**src/rtl/swrl_pkg.sv**
```systemverilog
`timescale 1ns / 1ps

package swrl_pkg;

    localparam int TIME_W    = 48;
    localparam int MS_W      = 22;
    localparam int MAX_W     = 31;
    localparam int BCNT_W    = 7;
    localparam int BKT_W     = 32;
    localparam int DIV_W     = 32;
    localparam int DCNT_W    = 5;
    localparam int PADDR_W   = 4;
    localparam int PDATA_W   = 32;
    localparam int US_PER_MS = 1000;

    localparam logic [MAX_W-1:0] TOTAL_MAX = {MAX_W{1'b1}};

    typedef enum logic [1:0] {
        REG_WINDOW_MS,
        REG_BUCKET_MS,
        REG_MAX_COUNT,
        REG_BUCKET_COUNT
    } reg_idx_t;

    typedef struct packed {
        logic [MS_W-1:0]   window_ms;
        logic [MS_W-1:0]   bucket_ms;
        logic [MAX_W-1:0]  max_count;
        logic [BCNT_W-1:0] bucket_count;
    } cfg_t;

    typedef enum logic [3:0] {
        OP_NONE,
        OP_LOAD,
        OP_CLR_ALL,
        OP_CLR_STEP,
        OP_DIV1_START,
        OP_DIV_STEP,
        OP_DIV1_END,
        OP_DIV2_END,
        OP_SW_RD,
        OP_SW_WR,
        OP_INC_RD,
        OP_INC_WR,
        OP_OUT
    } op_t;

    typedef struct packed {
        op_t op;
    } cmd_t;

    typedef struct packed {
        logic enabled;
        logic fetch;
        logic whole;
        logic more;
        logic div_last;
        logic steps_last;
        logic clr_last;
    } dp_status_t;

endpackage

```
**src/rtl/swrl_req_if.sv**
```systemverilog
`timescale 1ns / 1ps

interface swrl_req_if;
    logic                      valid;
    logic                      ready;
    logic                      req_type;
    logic [swrl_pkg::TIME_W-1:0] time_us;

    modport source (output valid, output req_type, output time_us, input ready);
    modport sink (input valid, input req_type, input time_us, output ready);
endinterface

```
**src/rtl/swrl_rsp_if.sv**
```systemverilog
`timescale 1ns / 1ps

interface swrl_rsp_if;
    logic                       valid;
    logic                       ready;
    logic                       status;
    logic [swrl_pkg::MAX_W-1:0] window_count;

    modport source (output valid, output status, output window_count, input ready);
    modport sink (input valid, input status, input window_count, output ready);
endinterface

```
**src/rtl/swrl_cfg.sv**
```systemverilog
`timescale 1ns / 1ps

module swrl_cfg (
    input  logic                          clk,
    input  logic                          rst_n,
    input  logic                          psel,
    input  logic                          penable,
    input  logic                          pwrite,
    input  logic [swrl_pkg::PADDR_W-1:0]  paddr,
    input  logic [swrl_pkg::PDATA_W-1:0]  pwdata,
    output logic [swrl_pkg::PDATA_W-1:0]  prdata,
    output logic                          pready,
    output swrl_pkg::cfg_t                cfg
);
    import swrl_pkg::*;

    cfg_t     cfg_reg;
    reg_idx_t sel;
    logic     wr_en;

    assign sel    = reg_idx_t'(paddr[3:2]);
    assign wr_en  = psel && penable && pwrite;
    assign pready = 1'b1;
    assign cfg    = cfg_reg;

    always_ff @(posedge clk or negedge rst_n)
    begin
        if (!rst_n)
        begin
            cfg_reg.window_ms    <= '0;
            cfg_reg.bucket_ms    <= '0;
            cfg_reg.max_count    <= '0;
            cfg_reg.bucket_count <= BCNT_W'(1);
        end
        else if (wr_en)
        begin
            case (sel)
                REG_WINDOW_MS:    cfg_reg.window_ms    <= pwdata[MS_W-1:0];
                REG_BUCKET_MS:    cfg_reg.bucket_ms    <= pwdata[MS_W-1:0];
                REG_MAX_COUNT:    cfg_reg.max_count    <= pwdata[MAX_W-1:0];
                REG_BUCKET_COUNT: cfg_reg.bucket_count <= pwdata[BCNT_W-1:0];
                default:          cfg_reg              <= cfg_reg;
            endcase
        end
    end

    always_comb
    begin
        case (sel)
            REG_WINDOW_MS:    prdata = PDATA_W'(cfg_reg.window_ms);
            REG_BUCKET_MS:    prdata = PDATA_W'(cfg_reg.bucket_ms);
            REG_MAX_COUNT:    prdata = PDATA_W'(cfg_reg.max_count);
            REG_BUCKET_COUNT: prdata = PDATA_W'(cfg_reg.bucket_count);
            default:          prdata = '0;
        endcase
    end

endmodule

```
**src/rtl/swrl_ctrl.sv**
```systemverilog
`timescale 1ns / 1ps

module swrl_ctrl (
    input  logic                 clk,
    input  logic                 rst_n,
    input  logic                 in_valid,
    output logic                 in_ready,
    output logic                 out_valid,
    input  logic                 out_ready,
    input  swrl_pkg::dp_status_t st,
    output swrl_pkg::cmd_t       cmd
);
    import swrl_pkg::*;

    typedef enum logic [3:0] {
        S_INIT,
        S_IDLE,
        S_EVAL,
        S_CLR,
        S_DIV1,
        S_DIV1_END,
        S_DIV2,
        S_DIV2_END,
        S_SW_RD,
        S_SW_WR,
        S_COUNT,
        S_INC_WR,
        S_DONE
    } state_t;

    state_t state_reg;
    state_t state_next;
    logic   out_valid_reg;
    logic   out_valid_next;

    assign in_ready  = (state_reg == S_IDLE);
    assign out_valid = out_valid_reg;

    always_comb
    begin
        state_next = state_reg;
        cmd.op     = OP_NONE;
        case (state_reg)
            S_INIT:
            begin
                // clearing pass over the bucket memory after reset
                cmd.op = OP_CLR_STEP;
                if (st.clr_last)
                    state_next = S_IDLE;
            end
            S_IDLE:
            begin
                if (in_valid)
                begin
                    cmd.op     = OP_LOAD;
                    state_next = S_EVAL;
                end
            end
            S_EVAL:
            begin
                if (!st.enabled)
                    state_next = S_DONE;
                else if (st.whole)
                begin
                    cmd.op     = OP_CLR_ALL;
                    state_next = S_CLR;
                end
                else if (st.more)
                begin
                    cmd.op     = OP_DIV1_START;
                    state_next = S_DIV1;
                end
                else
                    state_next = S_COUNT;
            end
            S_CLR:
            begin
                cmd.op = OP_CLR_STEP;
                if (st.clr_last)
                    state_next = S_COUNT;
            end
            S_DIV1:
            begin
                cmd.op = OP_DIV_STEP;
                if (st.div_last)
                    state_next = S_DIV1_END;
            end
            S_DIV1_END:
            begin
                cmd.op     = OP_DIV1_END;
                state_next = S_DIV2;
            end
            S_DIV2:
            begin
                cmd.op = OP_DIV_STEP;
                if (st.div_last)
                    state_next = S_DIV2_END;
            end
            S_DIV2_END:
            begin
                cmd.op     = OP_DIV2_END;
                state_next = S_SW_RD;
            end
            S_SW_RD:
            begin
                cmd.op     = OP_SW_RD;
                state_next = S_SW_WR;
            end
            S_SW_WR:
            begin
                cmd.op = OP_SW_WR;
                if (st.steps_last)
                    state_next = S_COUNT;
                else
                    state_next = S_SW_RD;
            end
            S_COUNT:
            begin
                if (st.fetch)
                    state_next = S_DONE;
                else
                begin
                    cmd.op     = OP_INC_RD;
                    state_next = S_INC_WR;
                end
            end
            S_INC_WR:
            begin
                cmd.op     = OP_INC_WR;
                state_next = S_DONE;
            end
            S_DONE:
            begin
                // output register free or being drained this cycle
                if (!out_valid_reg || out_ready)
                begin
                    cmd.op     = OP_OUT;
                    state_next = S_IDLE;
                end
            end
            default:
                state_next = S_IDLE;
        endcase
    end

    assign out_valid_next = (out_valid_reg && !out_ready) || (cmd.op == OP_OUT);

    always_ff @(posedge clk or negedge rst_n)
    begin
        if (!rst_n)
        begin
            state_reg     <= S_INIT;
            out_valid_reg <= 1'b0;
        end
        else
        begin
            state_reg     <= state_next;
            out_valid_reg <= out_valid_next;
        end
    end

    a_out_loaded: assert property (@(posedge clk) disable iff (!rst_n)
        cmd.op == OP_OUT |=> out_valid_reg)
        else $error("result beat not presented after load");

    a_no_overwrite: assert property (@(posedge clk) disable iff (!rst_n)
        (out_valid_reg && !out_ready) |-> cmd.op != OP_OUT)
        else $error("pending result beat overwritten");

    a_one_item: assert property (@(posedge clk) disable iff (!rst_n)
        cmd.op == OP_LOAD |=> !in_ready)
        else $error("second item taken while busy");

endmodule

```
**src/rtl/swrl_dp.sv**
```systemverilog
`timescale 1ns / 1ps

module swrl_dp #(
    parameter int MAX_BUCKETS = 64
) (
    input  logic                         clk,
    input  logic                         rst_n,
    input  swrl_pkg::cfg_t               cfg,
    input  swrl_pkg::cmd_t               cmd,
    input  logic                         req_type,
    input  logic [swrl_pkg::TIME_W-1:0]  time_us,
    output swrl_pkg::dp_status_t         st,
    output logic                         status,
    output logic [swrl_pkg::MAX_W-1:0]   window_count
);
    import swrl_pkg::*;

    localparam int IW = $clog2(MAX_BUCKETS);

    // bucket memory, one write and one read port
    logic [BKT_W-1:0]  bucket_mem_reg [MAX_BUCKETS];
    logic [BKT_W-1:0]  rdata_reg;

    // per-item working registers
    logic              fetch_reg;
    logic              enabled_reg;
    logic [TIME_W-1:0] now_reg;
    logic [DIV_W-1:0]  win_us_reg;
    logic [DIV_W-1:0]  bkt_us_reg;
    logic [BCNT_W-1:0] nb_reg;
    logic [BCNT_W-1:0] steps_reg;
    logic [DIV_W-1:0]  rem_reg;
    logic [DIV_W-1:0]  quo_reg;
    logic [DIV_W-1:0]  divisor_reg;
    logic [DCNT_W-1:0] dcnt_reg;
    logic              out_status_reg;
    logic [MAX_W-1:0]  out_count_reg;

    // limiter state
    logic [MAX_W-1:0]  total_reg;
    logic [MAX_W-1:0]  total_next;
    logic [IW-1:0]     cur_reg;
    logic [IW-1:0]     cur_next;
    logic [TIME_W-1:0] last_reg;
    logic [TIME_W-1:0] last_next;
    logic [IW-1:0]     idx_reg;
    logic [IW-1:0]     idx_next;

    logic [BCNT_W-1:0] nb_cfg;
    logic              enabled_cfg;
    logic [TIME_W-1:0] elapsed;
    logic [DIV_W:0]    trial;
    logic              trial_ge;
    logic [DIV_W-1:0]  rem_step;
    logic [IW-1:0]     idx_inc;
    logic [IW-1:0]     cur_inc;
    logic [DIV_W-1:0]  cur_sum;
    logic [DIV_W-1:0]  cur_wrap;
    logic [MAX_W-1:0]  total_sub;
    logic [MAX_W-1:0]  total_inc;
    logic [BKT_W-1:0]  bucket_inc;
    logic              mem_we;
    logic [IW-1:0]     mem_waddr;
    logic [BKT_W-1:0]  mem_wdata;
    logic              mem_re;
    logic [IW-1:0]     mem_raddr;

    always_comb
    begin
        if (cfg.bucket_count == '0)
            nb_cfg = BCNT_W'(1);
        else if (32'(cfg.bucket_count) > MAX_BUCKETS)
            nb_cfg = BCNT_W'(MAX_BUCKETS);
        else
            nb_cfg = cfg.bucket_count;
    end

    assign enabled_cfg = (cfg.window_ms != '0) && (cfg.bucket_ms != '0);

    assign elapsed  = now_reg - last_reg;
    assign st.whole = (now_reg < last_reg) || (elapsed >= TIME_W'(win_us_reg));
    assign st.more  = elapsed > TIME_W'(bkt_us_reg);
    assign st.enabled    = enabled_reg;
    assign st.fetch      = fetch_reg;
    assign st.div_last   = (dcnt_reg == {DCNT_W{1'b1}});
    assign st.steps_last = (steps_reg == BCNT_W'(1));
    assign st.clr_last   = (32'(idx_reg) == MAX_BUCKETS - 1);

    // restoring divider, one quotient bit a cycle
    assign trial    = {rem_reg, quo_reg[DIV_W-1]};
    assign trial_ge = trial >= {1'b0, divisor_reg};
    assign rem_step = trial_ge ? DIV_W'(trial - {1'b0, divisor_reg}) : trial[DIV_W-1:0];

    // ring steps wrap at the bucket count in use
    assign idx_inc  = (32'(idx_reg) + 1 == 32'(nb_reg)) ? '0 : idx_reg + 1'b1;
    assign cur_inc  = (32'(cur_reg) + 1 == 32'(nb_reg)) ? '0 : cur_reg + 1'b1;
    assign cur_sum  = DIV_W'(cur_reg) + rem_reg;
    assign cur_wrap = (cur_sum >= DIV_W'(nb_reg)) ? cur_sum - DIV_W'(nb_reg) : cur_sum;

    assign total_sub  = ({1'b0, total_reg} > rdata_reg) ?
                        total_reg - rdata_reg[MAX_W-1:0] : '0;
    assign total_inc  = (total_reg == TOTAL_MAX) ? total_reg : total_reg + 1'b1;
    assign bucket_inc = (rdata_reg == {BKT_W{1'b1}}) ? rdata_reg : rdata_reg + 1'b1;

    always_comb
    begin
        total_next = total_reg;
        cur_next   = cur_reg;
        last_next  = last_reg;
        idx_next   = idx_reg;
        case (cmd.op)
            OP_LOAD:
            begin
                if (enabled_cfg && (32'(cur_reg) >= 32'(nb_cfg)))
                    cur_next = '0;
            end
            OP_CLR_ALL:
            begin
                total_next = '0;
                cur_next   = '0;
                last_next  = now_reg;
                idx_next   = '0;
            end
            OP_CLR_STEP:
                idx_next = idx_reg + 1'b1;
            OP_DIV1_END:
            begin
                // boundary moves by whole spans: now minus the leftover
                last_next = now_reg - TIME_W'(rem_reg);
                idx_next  = cur_inc;
            end
            OP_DIV2_END:
                cur_next = IW'(cur_wrap);
            OP_SW_WR:
            begin
                total_next = total_sub;
                idx_next   = idx_inc;
            end
            OP_INC_RD:
                total_next = total_inc;
            default:
                total_next = total_reg;
        endcase
    end

    always_ff @(posedge clk or negedge rst_n)
    begin
        if (!rst_n)
        begin
            total_reg <= '0;
            cur_reg   <= '0;
            last_reg  <= '0;
            idx_reg   <= '0;
        end
        else
        begin
            total_reg <= total_next;
            cur_reg   <= cur_next;
            last_reg  <= last_next;
            idx_reg   <= idx_next;
        end
    end

    always_ff @(posedge clk)
    begin
        case (cmd.op)
            OP_LOAD:
            begin
                fetch_reg   <= req_type;
                now_reg     <= time_us;
                enabled_reg <= enabled_cfg;
                nb_reg      <= nb_cfg;
                win_us_reg  <= DIV_W'(DIV_W'(cfg.window_ms) * DIV_W'(US_PER_MS));
                bkt_us_reg  <= DIV_W'(DIV_W'(cfg.bucket_ms) * DIV_W'(US_PER_MS));
            end
            OP_DIV1_START:
            begin
                rem_reg     <= '0;
                quo_reg     <= elapsed[DIV_W-1:0];
                divisor_reg <= bkt_us_reg;
                dcnt_reg    <= '0;
            end
            OP_DIV_STEP:
            begin
                rem_reg  <= rem_step;
                quo_reg  <= {quo_reg[DIV_W-2:0], trial_ge};
                dcnt_reg <= dcnt_reg + 1'b1;
            end
            OP_DIV1_END:
            begin
                // quotient is the span count; reduce it modulo the ring next
                steps_reg   <= (quo_reg >= DIV_W'(nb_reg)) ? nb_reg : quo_reg[BCNT_W-1:0];
                rem_reg     <= '0;
                divisor_reg <= DIV_W'(nb_reg);
                dcnt_reg    <= '0;
            end
            OP_SW_WR:
                steps_reg <= steps_reg - 1'b1;
            OP_OUT:
            begin
                out_status_reg <= enabled_reg && !fetch_reg && (cfg.max_count != '0)
                                  && (total_reg > cfg.max_count);
                out_count_reg  <= total_reg;
            end
            default:
                out_count_reg <= out_count_reg;
        endcase
    end

    always_comb
    begin
        mem_we    = 1'b0;
        mem_waddr = idx_reg;
        mem_wdata = '0;
        mem_re    = 1'b0;
        mem_raddr = idx_reg;
        case (cmd.op)
            OP_CLR_STEP:
                mem_we = 1'b1;
            OP_SW_RD:
                mem_re = 1'b1;
            OP_SW_WR:
                mem_we = 1'b1;
            OP_INC_RD:
            begin
                mem_re    = 1'b1;
                mem_raddr = cur_reg;
            end
            OP_INC_WR:
            begin
                mem_we    = 1'b1;
                mem_waddr = cur_reg;
                mem_wdata = bucket_inc;
            end
            default:
                mem_we = 1'b0;
        endcase
    end

    always_ff @(posedge clk)
    begin
        if (mem_we)
            bucket_mem_reg[mem_waddr] <= mem_wdata;
        if (mem_re)
            rdata_reg <= bucket_mem_reg[mem_raddr];
    end

    assign status       = out_status_reg;
    assign window_count = out_count_reg;

    a_sub_no_grow: assert property (@(posedge clk) disable iff (!rst_n)
        cmd.op == OP_SW_WR |=> total_reg <= $past(total_reg))
        else $error("window total grew while expiring a bucket");

    a_cur_in_ring: assert property (@(posedge clk) disable iff (!rst_n)
        cmd.op == OP_DIV2_END |=> 32'(cur_reg) < 32'(nb_reg))
        else $error("current bucket left the ring");

    a_inc_sat: assert property (@(posedge clk) disable iff (!rst_n)
        cmd.op == OP_INC_RD |=>
            (total_reg == $past(total_reg) + 1'b1) || (total_reg == TOTAL_MAX))
        else $error("window total count step wrong");

endmodule

```
**src/rtl/sliding_window_rate_limiter_top.sv**
```systemverilog
// Sliding-window request limiter: each request beat carries a microsecond timestamp and a
// type (check counts one request, fetch only advances the window), and every request gives
// exactly one result beat with the full flag and the window count. The user must write the
// configuration over the APB port at byte addresses 0, 4, 8 and 12 (window_ms, bucket_ms,
// max_count, bucket_count) only while the block is idle; the block does not enforce this.
// Bucket counters live in a memory of MAX_BUCKETS words with one write and one read port,
// and a radix-2 divider is run twice per bucket advance (span count, then ring position).
// With limiting off a request goes straight to its result. When the whole window has gone
// by, all MAX_BUCKETS words are cleared first; when buckets expire, each expired bucket, at
// most the bucket count in use, is read, taken off the total and cleared after both
// divisions. A stalled result beat holds up later results. After reset the bucket memory
// is cleared one word a cycle, all MAX_BUCKETS words, before the first request is taken. A
// finished result sits in an output register, so the next request is taken while it waits.
`timescale 1ns / 1ps

module sliding_window_rate_limiter_top #(
    parameter int MAX_BUCKETS = 64
) (
    input  logic                          clk,
    input  logic                          rst_n,
    swrl_req_if.sink                      req,
    swrl_rsp_if.source                    rsp,
    input  logic                          psel,
    input  logic                          penable,
    input  logic                          pwrite,
    input  logic [swrl_pkg::PADDR_W-1:0]  paddr,
    input  logic [swrl_pkg::PDATA_W-1:0]  pwdata,
    output logic [swrl_pkg::PDATA_W-1:0]  prdata,
    output logic                          pready
);
    import swrl_pkg::*;

    cfg_t       cfg;
    cmd_t       cmd;
    dp_status_t st;
    logic       in_ready;
    logic       out_valid;

    swrl_cfg u_cfg (
        .clk     (clk),
        .rst_n   (rst_n),
        .psel    (psel),
        .penable (penable),
        .pwrite  (pwrite),
        .paddr   (paddr),
        .pwdata  (pwdata),
        .prdata  (prdata),
        .pready  (pready),
        .cfg     (cfg)
    );

    swrl_ctrl u_ctrl (
        .clk       (clk),
        .rst_n     (rst_n),
        .in_valid  (req.valid),
        .in_ready  (in_ready),
        .out_valid (out_valid),
        .out_ready (rsp.ready),
        .st        (st),
        .cmd       (cmd)
    );

    swrl_dp #(
        .MAX_BUCKETS (MAX_BUCKETS)
    ) u_dp (
        .clk          (clk),
        .rst_n        (rst_n),
        .cfg          (cfg),
        .cmd          (cmd),
        .req_type     (req.req_type),
        .time_us      (req.time_us),
        .st           (st),
        .status       (rsp.status),
        .window_count (rsp.window_count)
    );

    assign req.ready = in_ready;
    assign rsp.valid = out_valid;

endmodule

```
**src/flat_wrapper.sv**
```systemverilog
// flat-port wrapper written by rule: the top's interface ports become plain ports
module sliding_window_rate_limiter_top_flat import swrl_pkg::*;
#(
    parameter int MAX_BUCKETS = 64
)
  (clk, rst_n, psel, penable, pwrite, paddr, pwdata, prdata, pready, req_valid, req_req_type, req_time_us, req_ready, rsp_valid, rsp_status, rsp_window_count, rsp_ready);
  swrl_req_if req_i ();
  swrl_rsp_if rsp_i ();
  input  logic clk;
  input  logic rst_n;
  input  logic psel;
  input  logic penable;
  input  logic pwrite;
  input  logic [swrl_pkg::PADDR_W-1:0] paddr;
  input  logic [swrl_pkg::PDATA_W-1:0] pwdata;
  output logic [swrl_pkg::PDATA_W-1:0] prdata;
  output logic pready;
  input wire logic [$bits(req_i.valid)-1:0] req_valid;
  input wire logic [$bits(req_i.req_type)-1:0] req_req_type;
  input wire logic [$bits(req_i.time_us)-1:0] req_time_us;
  output wire logic [$bits(req_i.ready)-1:0] req_ready;
  output wire logic [$bits(rsp_i.valid)-1:0] rsp_valid;
  output wire logic [$bits(rsp_i.status)-1:0] rsp_status;
  output wire logic [$bits(rsp_i.window_count)-1:0] rsp_window_count;
  input wire logic [$bits(rsp_i.ready)-1:0] rsp_ready;
  assign req_i.valid = req_valid;
  assign req_i.req_type = req_req_type;
  assign req_i.time_us = req_time_us;
  assign req_ready = req_i.ready;
  assign rsp_valid = rsp_i.valid;
  assign rsp_status = rsp_i.status;
  assign rsp_window_count = rsp_i.window_count;
  assign rsp_i.ready = rsp_ready;
  sliding_window_rate_limiter_top #(.MAX_BUCKETS(MAX_BUCKETS)) u_core (.clk(clk), .rst_n(rst_n), .req(req_i), .rsp(rsp_i), .psel(psel), .penable(penable), .pwrite(pwrite), .paddr(paddr), .pwdata(pwdata), .prdata(prdata), .pready(pready));
endmodule
```
**config.mk**
```make
export PLATFORM = sky130hd
export DESIGN_NAME = sliding_window_rate_limiter_top_flat
export DESIGN_NICKNAME = d
export VERILOG_FILES = /design/src/rtl/swrl_pkg.sv /design/src/rtl/swrl_req_if.sv /design/src/rtl/swrl_rsp_if.sv /design/src/rtl/swrl_cfg.sv /design/src/rtl/swrl_ctrl.sv /design/src/rtl/swrl_dp.sv /design/src/rtl/sliding_window_rate_limiter_top.sv /design/src/flat_wrapper.sv
export SDC_FILE = /design/constraint.sdc
export NUM_CORES = 2
export LEC_CHECK = 0
export ABC_CLOCK_PERIOD_IN_PS = 9800
export BUFFER_PORTS_ARGS = -buffer_cell sky130_fd_sc_hd__buf_2
export CORE_UTILIZATION = 54
export CTS_CLUSTER_SIZE = 25
export DETAILED_ROUTE_END_ITERATION = 6
export MAX_ROUTING_LAYER = met4
export PLACE_DENSITY_LB_ADDON = 0.25
export SLEW_MARGIN = 20
export SYNTH_ARGS = -nofsm -noshare
export SYNTH_HDL_FRONTEND = slang
export SYNTH_SLANG_ARGS = --single-unit
```
**constraint.sdc**
```tcl
create_clock -name clk -period 9.8 [get_ports clk]
set_input_delay 0.49 -clock clk [delete_from_list [all_inputs] [get_ports clk]]
set_output_delay 0.49 -clock clk [all_outputs]
set_load 0.005 [all_outputs]
```
-- Word level (Yosys, flattened, before mapping)
Memory sizes are Yosys's and may differ from the RTL's. A register that Yosys moved wholly into a read port is not among the register bits.
Index checks and enable logic that the tools add are counted.
- register bits: 433
- RAM bits: 2048
- input bits: 92
- logic and storage cells: 179
- memories kept: 1
- add/sub/neg operators: 14
- $mul: 2
- magnitude comparators: 10
- eq/ne operators: 42
- mux-type cells: 47
- reduce and logical (&&, ||, !) cells: 40
- memories (name ; words ; bits a word ; read ports ; clocked after Yosys merged registers in ; wr ports ; line ; source):
    u_core.u_dp.bucket_mem_reg ; 64 ; 32 ; 1 ; 1 ; 1 ; swrl_dp.sv:21 ; logic [BKT_W-1:0] bucket_mem_reg [MAX_BUCKETS];
- operators with widths (operator ; count):
    $pmux 32 s2 ; 3
    $pmux 32 s4 ; 1
    $mux 32 ; 3
    $pmux 48 s2 ; 1
    $pmux 31 s3 ; 1
    $ge 32x7->1 ; 2
    $mux 31 ; 2
    $mul 22x7->29 const B ; 2
    $pmux 4 s13 ; 1
    $ge 48x32->1 ; 1
    $gt 48x32->1 ; 1
    $lt 48x48->1 ; 1
    $sub 48x32->48 ; 1
    $sub 48x48->48 ; 1
    $mux 4 ; 11
    $pmux 4 s11 ; 1
    $reduce_bool 22->1 ; 2
    $eq 4x4->1 const B ; 10
    $mux 6 ; 6
    $ge 33x32->1 ; 1
    $add 32x1->32 const B ; 1
    $add 6x32->32 ; 1
    $eq 32x32->1 const B ; 1
    $eq 4x3->1 const B ; 8
    45 further kinds ; 92

-- Logic depth before layout (Yosys ltp)
- depth after elaboration: 11
- gate-level depth with buffers: 35
- depth with buffers taken out: 27

-- By module
Synthesis repeated with hierarchy kept, for this count alone.
- cell total of the unflattened synthesis: 7695
- area total of the unflattened synthesis: 117835.5 sq um
- modules (own cells, without submodules) (module ; instances ; cells each ; area an instance (sq um) ; sequential area each (sq um)):
    swrl_dp ; 1 ; 7371 ; 113583.9 ; 72394.4
    swrl_cfg ; 1 ; 252 ; 3709.8 ; 2053.2
    swrl_ctrl ; 1 ; 72 ; 541.8 ; 125.1

-- Least setup slack after synthesis
OpenSTA, ideal clock, no wires.
- kind: reg2reg
- start: register u_core.u_dp.now_reg[5]
- end: register u_core.u_dp.out_status_reg, in the netlist u_core.u_dp.status, enable pin
- library setup time: 505 ps
- data arrival time: 8090 ps
- setup slack: 1206 ps
- stages on the path, launching flop included: 27
- buffers on the path: 4
- clock period less this slack: 8594 ps
- cell sequence: edfxtp_1 -> ha_1 -> o21ai_2 -> a2111oi_4 -> o21ai_2 -> a21oi_2 -> o21bai_4 -> nor2b_1 -> o21ai_0 -> xnor2_1 -> ha_1 -> a21oi_1 -> o22ai_1 -> o21a_1 -> o211ai_1 -> o2111ai_1 -> nor4_1 -> nand4_1 -> nor4b_1 -> and4_1 -> buf_4 -> buf_6 -> nand3_1 -> a21bo_2 -> clkbuf_1 -> clkbuf_1 -> nor4_1
- longest elaborated chain between the ends: 7
- ends and longest elaborated chain (item ; line ; source):
    start: declaration ; swrl_dp.sv:27 ; logic [TIME_W-1:0] now_reg;
    start signal: assignment ; swrl_dp.sv:170 ; now_reg <= time_us;
    $sub 48x48->48 ; swrl_dp.sv:80 ; assign elapsed = now_reg - last_reg;
    $gt 48x32->1 or $ge 48x32->1 (tied branches) ; swrl_dp.sv:82, swrl_dp.sv:81 ;
    $mux 3 or $logic_or 1x1->1 (tied branches) ; swrl_ctrl.sv:68, swrl_dp.sv:81 ;
    $mux 3 (*) ; swrl_ctrl.sv:63 ; else if (st.whole)
    $mux 3 (*) ; swrl_ctrl.sv:61 ; if (!st.enabled)
    $pmux 4 s11 (*) ; swrl_ctrl.sv:43 ; case (state_reg)
    $eq 4x4->1 (*) ; swrl_dp.sv:166 ; case (cmd.op)
    end signal: assignment ; swrl_dp.sv:201 ; out_status_reg <= enabled_reg && !fetch_reg && (cfg.max_count != '0)
    end: declaration ; swrl_dp.sv:36 ; logic out_status_reg;
Mark *: on every way between the ends. The rest lies on a longest branch, timed or not.
A chain may end at the register's enable or synchronous reset.

-- Worst setup path after layout
- start: register u_core.u_dp.now_reg[11]
- end: register u_core.u_dp.rdata_reg[1], read port of u_core.u_dp.bucket_mem_reg (data pin)
- longest elaborated chain between the ends: 9
- ends and longest elaborated chain (item ; line ; source):
    $sub 48x48->48 ; swrl_dp.sv:80 ;
    $gt 48x32->1 or $ge 48x32->1 (tied branches) ; swrl_dp.sv:82, swrl_dp.sv:81 ;
    $mux 3 or $logic_or 1x1->1 (tied branches) ; swrl_ctrl.sv:68, swrl_dp.sv:81 ;
    $mux 3 (*) ; swrl_ctrl.sv:63 ;
    $mux 3 (*) ; swrl_ctrl.sv:61 ;
    $pmux 4 s11 (*) ; swrl_ctrl.sv:43 ;
    $eq 4x4->1 ; swrl_dp.sv:217 ; case (cmd.op)
    $reduce_or 2->1 (no line) ; - ;
    $mux 1 ; swrl_dp.sv:217 ;
    end: declaration ; swrl_dp.sv:22 ; logic [BKT_W-1:0] rdata_reg;
Marks and branches as above.

==> flow_summary.json <==
{
  "crit_required_ps": 10490,
  "area_growth_pct": 13.2,
  "die-area_sq_mm": 0.223,
  "start_util": 0.543,
  "dp_hpwl_mm": 233,
  "nets": 10500,
  "via_per_inst": 6.31,
  "setup_slack_ps": 714,
  "routedWlPerCell_um": 27.3,
  "critPathKind": "reg -> reg",
  "synthDistinctLibCells": 108,
  "hold_viol": 0,
  "maxSlewHeadroom": 0.255,
  "grt_usage": 0.323,
  "overflow": 0,
  "use_met2": 0.500,
  "grt_use_met3": 0.0582,
  "finClkSkew_ps": 103,
  "fmax_mhz": 110,
  "cts_sinks": 2513,
  "syn_avg_cell_area_sq_um": 12.6,
  "cp_max_fo": 42,
  "leakage_nw": 47.8,
  "start_kind": "flop",
  "crit_path_end_kind": "flop",
  "synth_area_sq_mm": 0.119,
  "vias": 81700,
  "drv_cap": 0,
  "drc": 10,
  "yosysMostFrequentCell": "edfxtp_1",
  "drt_iter0_drc": 9648,
  "n_fill_cell": 16500,
  "post-route-min-period_ps": 9090,
  "synthArstFlopShare": 0.0708,
  "io_buffers": 153,
  "place.gp.congestion": 0.960,
  "powerDensity_mw_per_mm2": 240,
  "rsz0062_at_grt": "false",
  "met1_usage": 0.417,
  "largest_reg_flops": 2048,
  "synth_area_leaders": "edfxtp_1, nand2_1, ha_1, mux2i_1, dfrtp_1",
  "finalSetupTns_ps": 0,
  "cts_resized": 0,
  "wl_mm": 353,
  "antenna_found_initial": 13,
  "ios": 159,
  "crit_start": "u_core.u_dp.now_reg[11]",
  "outcome": "finished with violations",
  "synth_warnings": 0,
  "syn_inst": 9466,
  "place_ws_ps": 912,
  "synth_top_area_share": 0.588,
  "hold_path_end": "u_core.u_ctrl.out_valid",
  "fin_crit_sh": 0.927,
  "synth_flop_cell": "edfxtp_1",
  "cts-root-buf": "clkbuf_16",
  "die_x_um": 472,
  "core-area_sq_mm": 0.220,
  "clk_path_buf_depth": 4,
  "synth_top_area_cell": "edfxtp_1",
  "synth_seq_cells": 2513,
  "r2r_start": "u_core.u_dp.now_reg[11]",
  "synth-seq-area-share": 0.625,
  "grt_pass1_wl_mm": 516,
  "r2r-end": "u_core.u_dp.rdata_reg[1]",
  "cts_setup_buffers": 0,
  "yosys-top-cells-count": "edfxtp_1, nand2_1, nand3_1",
  "insertion_delay_ps": 970,
  "violations": "DRC",
  "setup_viol_count_final": 0,
  "cp_slowest_stage_delay_ps": 650,
  "final_max_slew_viol_count": 0,
  "grt_max_degree": 101,
  "grt-busiest-layer": "met2",
  "die_y_um": 472,
  "cp_common_cell": "buf_4",
  "slowest_stage": "a32oi_1",
  "hp-start": "rsp_ready",
  "hold_path.class": "in -> reg",
  "path_clk_slew_ps": 70,
  "rr_worst_depth": 30,
  "layout-drive-gt1-share": 0.113,
  "floorplan.rows": 172,
  "ant_nets": 0,
  "vdd_drop_max_mv": 0.629,
  "htree_levels": 5,
  "cts_made_buffers": 277,
  "firstDrtPassIters": 7,
  "synth_edf_count": 2335,
  "hold_depth": 3,
  "finalPower_w": 0.0324,
  "worst_pin_slew_ps": 1110,
  "r2r_slack_ps": 710,
  "critPathArrivalTime_ps": 9770,
  "cts_tree": "yes",
  "syn_nets": 10100,
  "grt_pass1_vias": 78700
}
==> what timing repair did <==
action                                  in CTS  in global routing
hold buffers                                81                  0
endpoints found under the setup margin       0                  0
endpoints found under the hold margin      214                  0
==> metal layers <==
layer  vias to the layer above  share of wire
li1                      35800              -
met1                     40600           0.39
met2                      4357           0.47
met3                       835          0.097
met4                         0          0.051
met5                         -              0
==> report_power, final <==
| part | switching, W | internal [W] | total (W) |
|---|---|---|---|
| clock | 0.00417 | 0.00590 | 0.0101 |
| sequential | 0.000230 | 0.0122 | 0.0125 |
| combinational | 0.00586 | 0.00399 | 0.00985 |
==> logic make-up (layout without fill, tap and decap cells) <==
group / after synthesis / after routing / share of synthesized area
multiplexers: 585 / 585 / 0.0510
adder cells (fa/ha/maj): 586 / 586 / 0.0717
buffers and inverters: 859 / 1448 / 0.0305
other: 2 / 16 / 0.0000630
AND/OR/NAND/NOR: 3223 / 3223 / 0.121
flip-flops: 2513 / 2513 / 0.625
AO/OA/AOI/OAI: 1470 / 1470 / 0.0833
XOR/XNOR: 228 / 228 / 0.0167
==> placed cells by master (no fill, tap or decap), types with 58 or more instances in the layout <==
cell / count
buf_4: 260
nand3_1: 573
buf_2: 152
nand2_1: 1581
nor3_1: 91
o21ai_0: 287
o221ai_1: 58
and2_1: 60
and3_1: 124
dlygate4sd3_1: 81
a21oi_1: 320
mux2i_1: 480
nor2_1: 324
xnor2_1: 165
ha_1: 424
nor4_1: 61
fa_1: 162
nor2_4: 98
a32oi_1: 106
dfrtp_1: 177
clkbuf_16: 285
inv_1: 431
a31oi_1: 95
a21o_1: 86
edfxtp_1: 2335
nand4_1: 94
xor2_1: 63
mux2_2: 91
==> worst max-delay path by stage <==
stage                          endpoint  slack, ps  cells past startpoint
2_1_floorplan        u_core.u_dp.status       1210                     26
3_5_place_dp   u_core.u_dp.rdata_reg[1]        910                     28
5_1_grt        u_core.u_dp.rdata_reg[1]        260                     30
4_1_cts        u_core.u_dp.rdata_reg[1]        860                     28
3_3_place_gp   u_core.u_dp.rdata_reg[1]        930                     28
6_report       u_core.u_dp.rdata_reg[1]        710                     30
==> worst max-delay path: cells and delay by family, from the launching register on <==
kind            cells  cell delay, ps
compound gates     14            3870
simple gates        8            2510
buf+inv             4             990
fa+ha+maj           2             680
flops               1             440
xor+xnor            1             220
mux                 1             140
==> stage by stage <==
| step | hold WS, ps | utilization | instances | cell area, sq um |
|---|---|---|---|---|
| 3_3_place_gp | 466 | 0.572 | 12400 | 125000 |
| 4_1_cts | 22.1 | 0.615 | 12900 | 135000 |
| 5_1_grt | 76.3 | 0.615 | 12900 | 135000 |
| 3_5_place_dp | 472 | 0.572 | 12400 | 126000 |
| 2_1_floorplan | 194 | - | 9466 | 119000 |
| 6_report | 89.1 | 0.615 | 12900 | 135000 |
==> layout make-up <==
cell class,count,area (sq um),area share
clock buffer,337,7390,0.0547
tap,2871,3590,0.0266
timing repair buffer,546,4590,0.0340
clock inverter,133,1220,0.00904
antenna,14,35.0,0.000259
sequential,2513,74600,0.552
inverter,432,1620,0.0120
multi-input combinational,6094,42000,0.311
(Power assumes the default switching activity.)
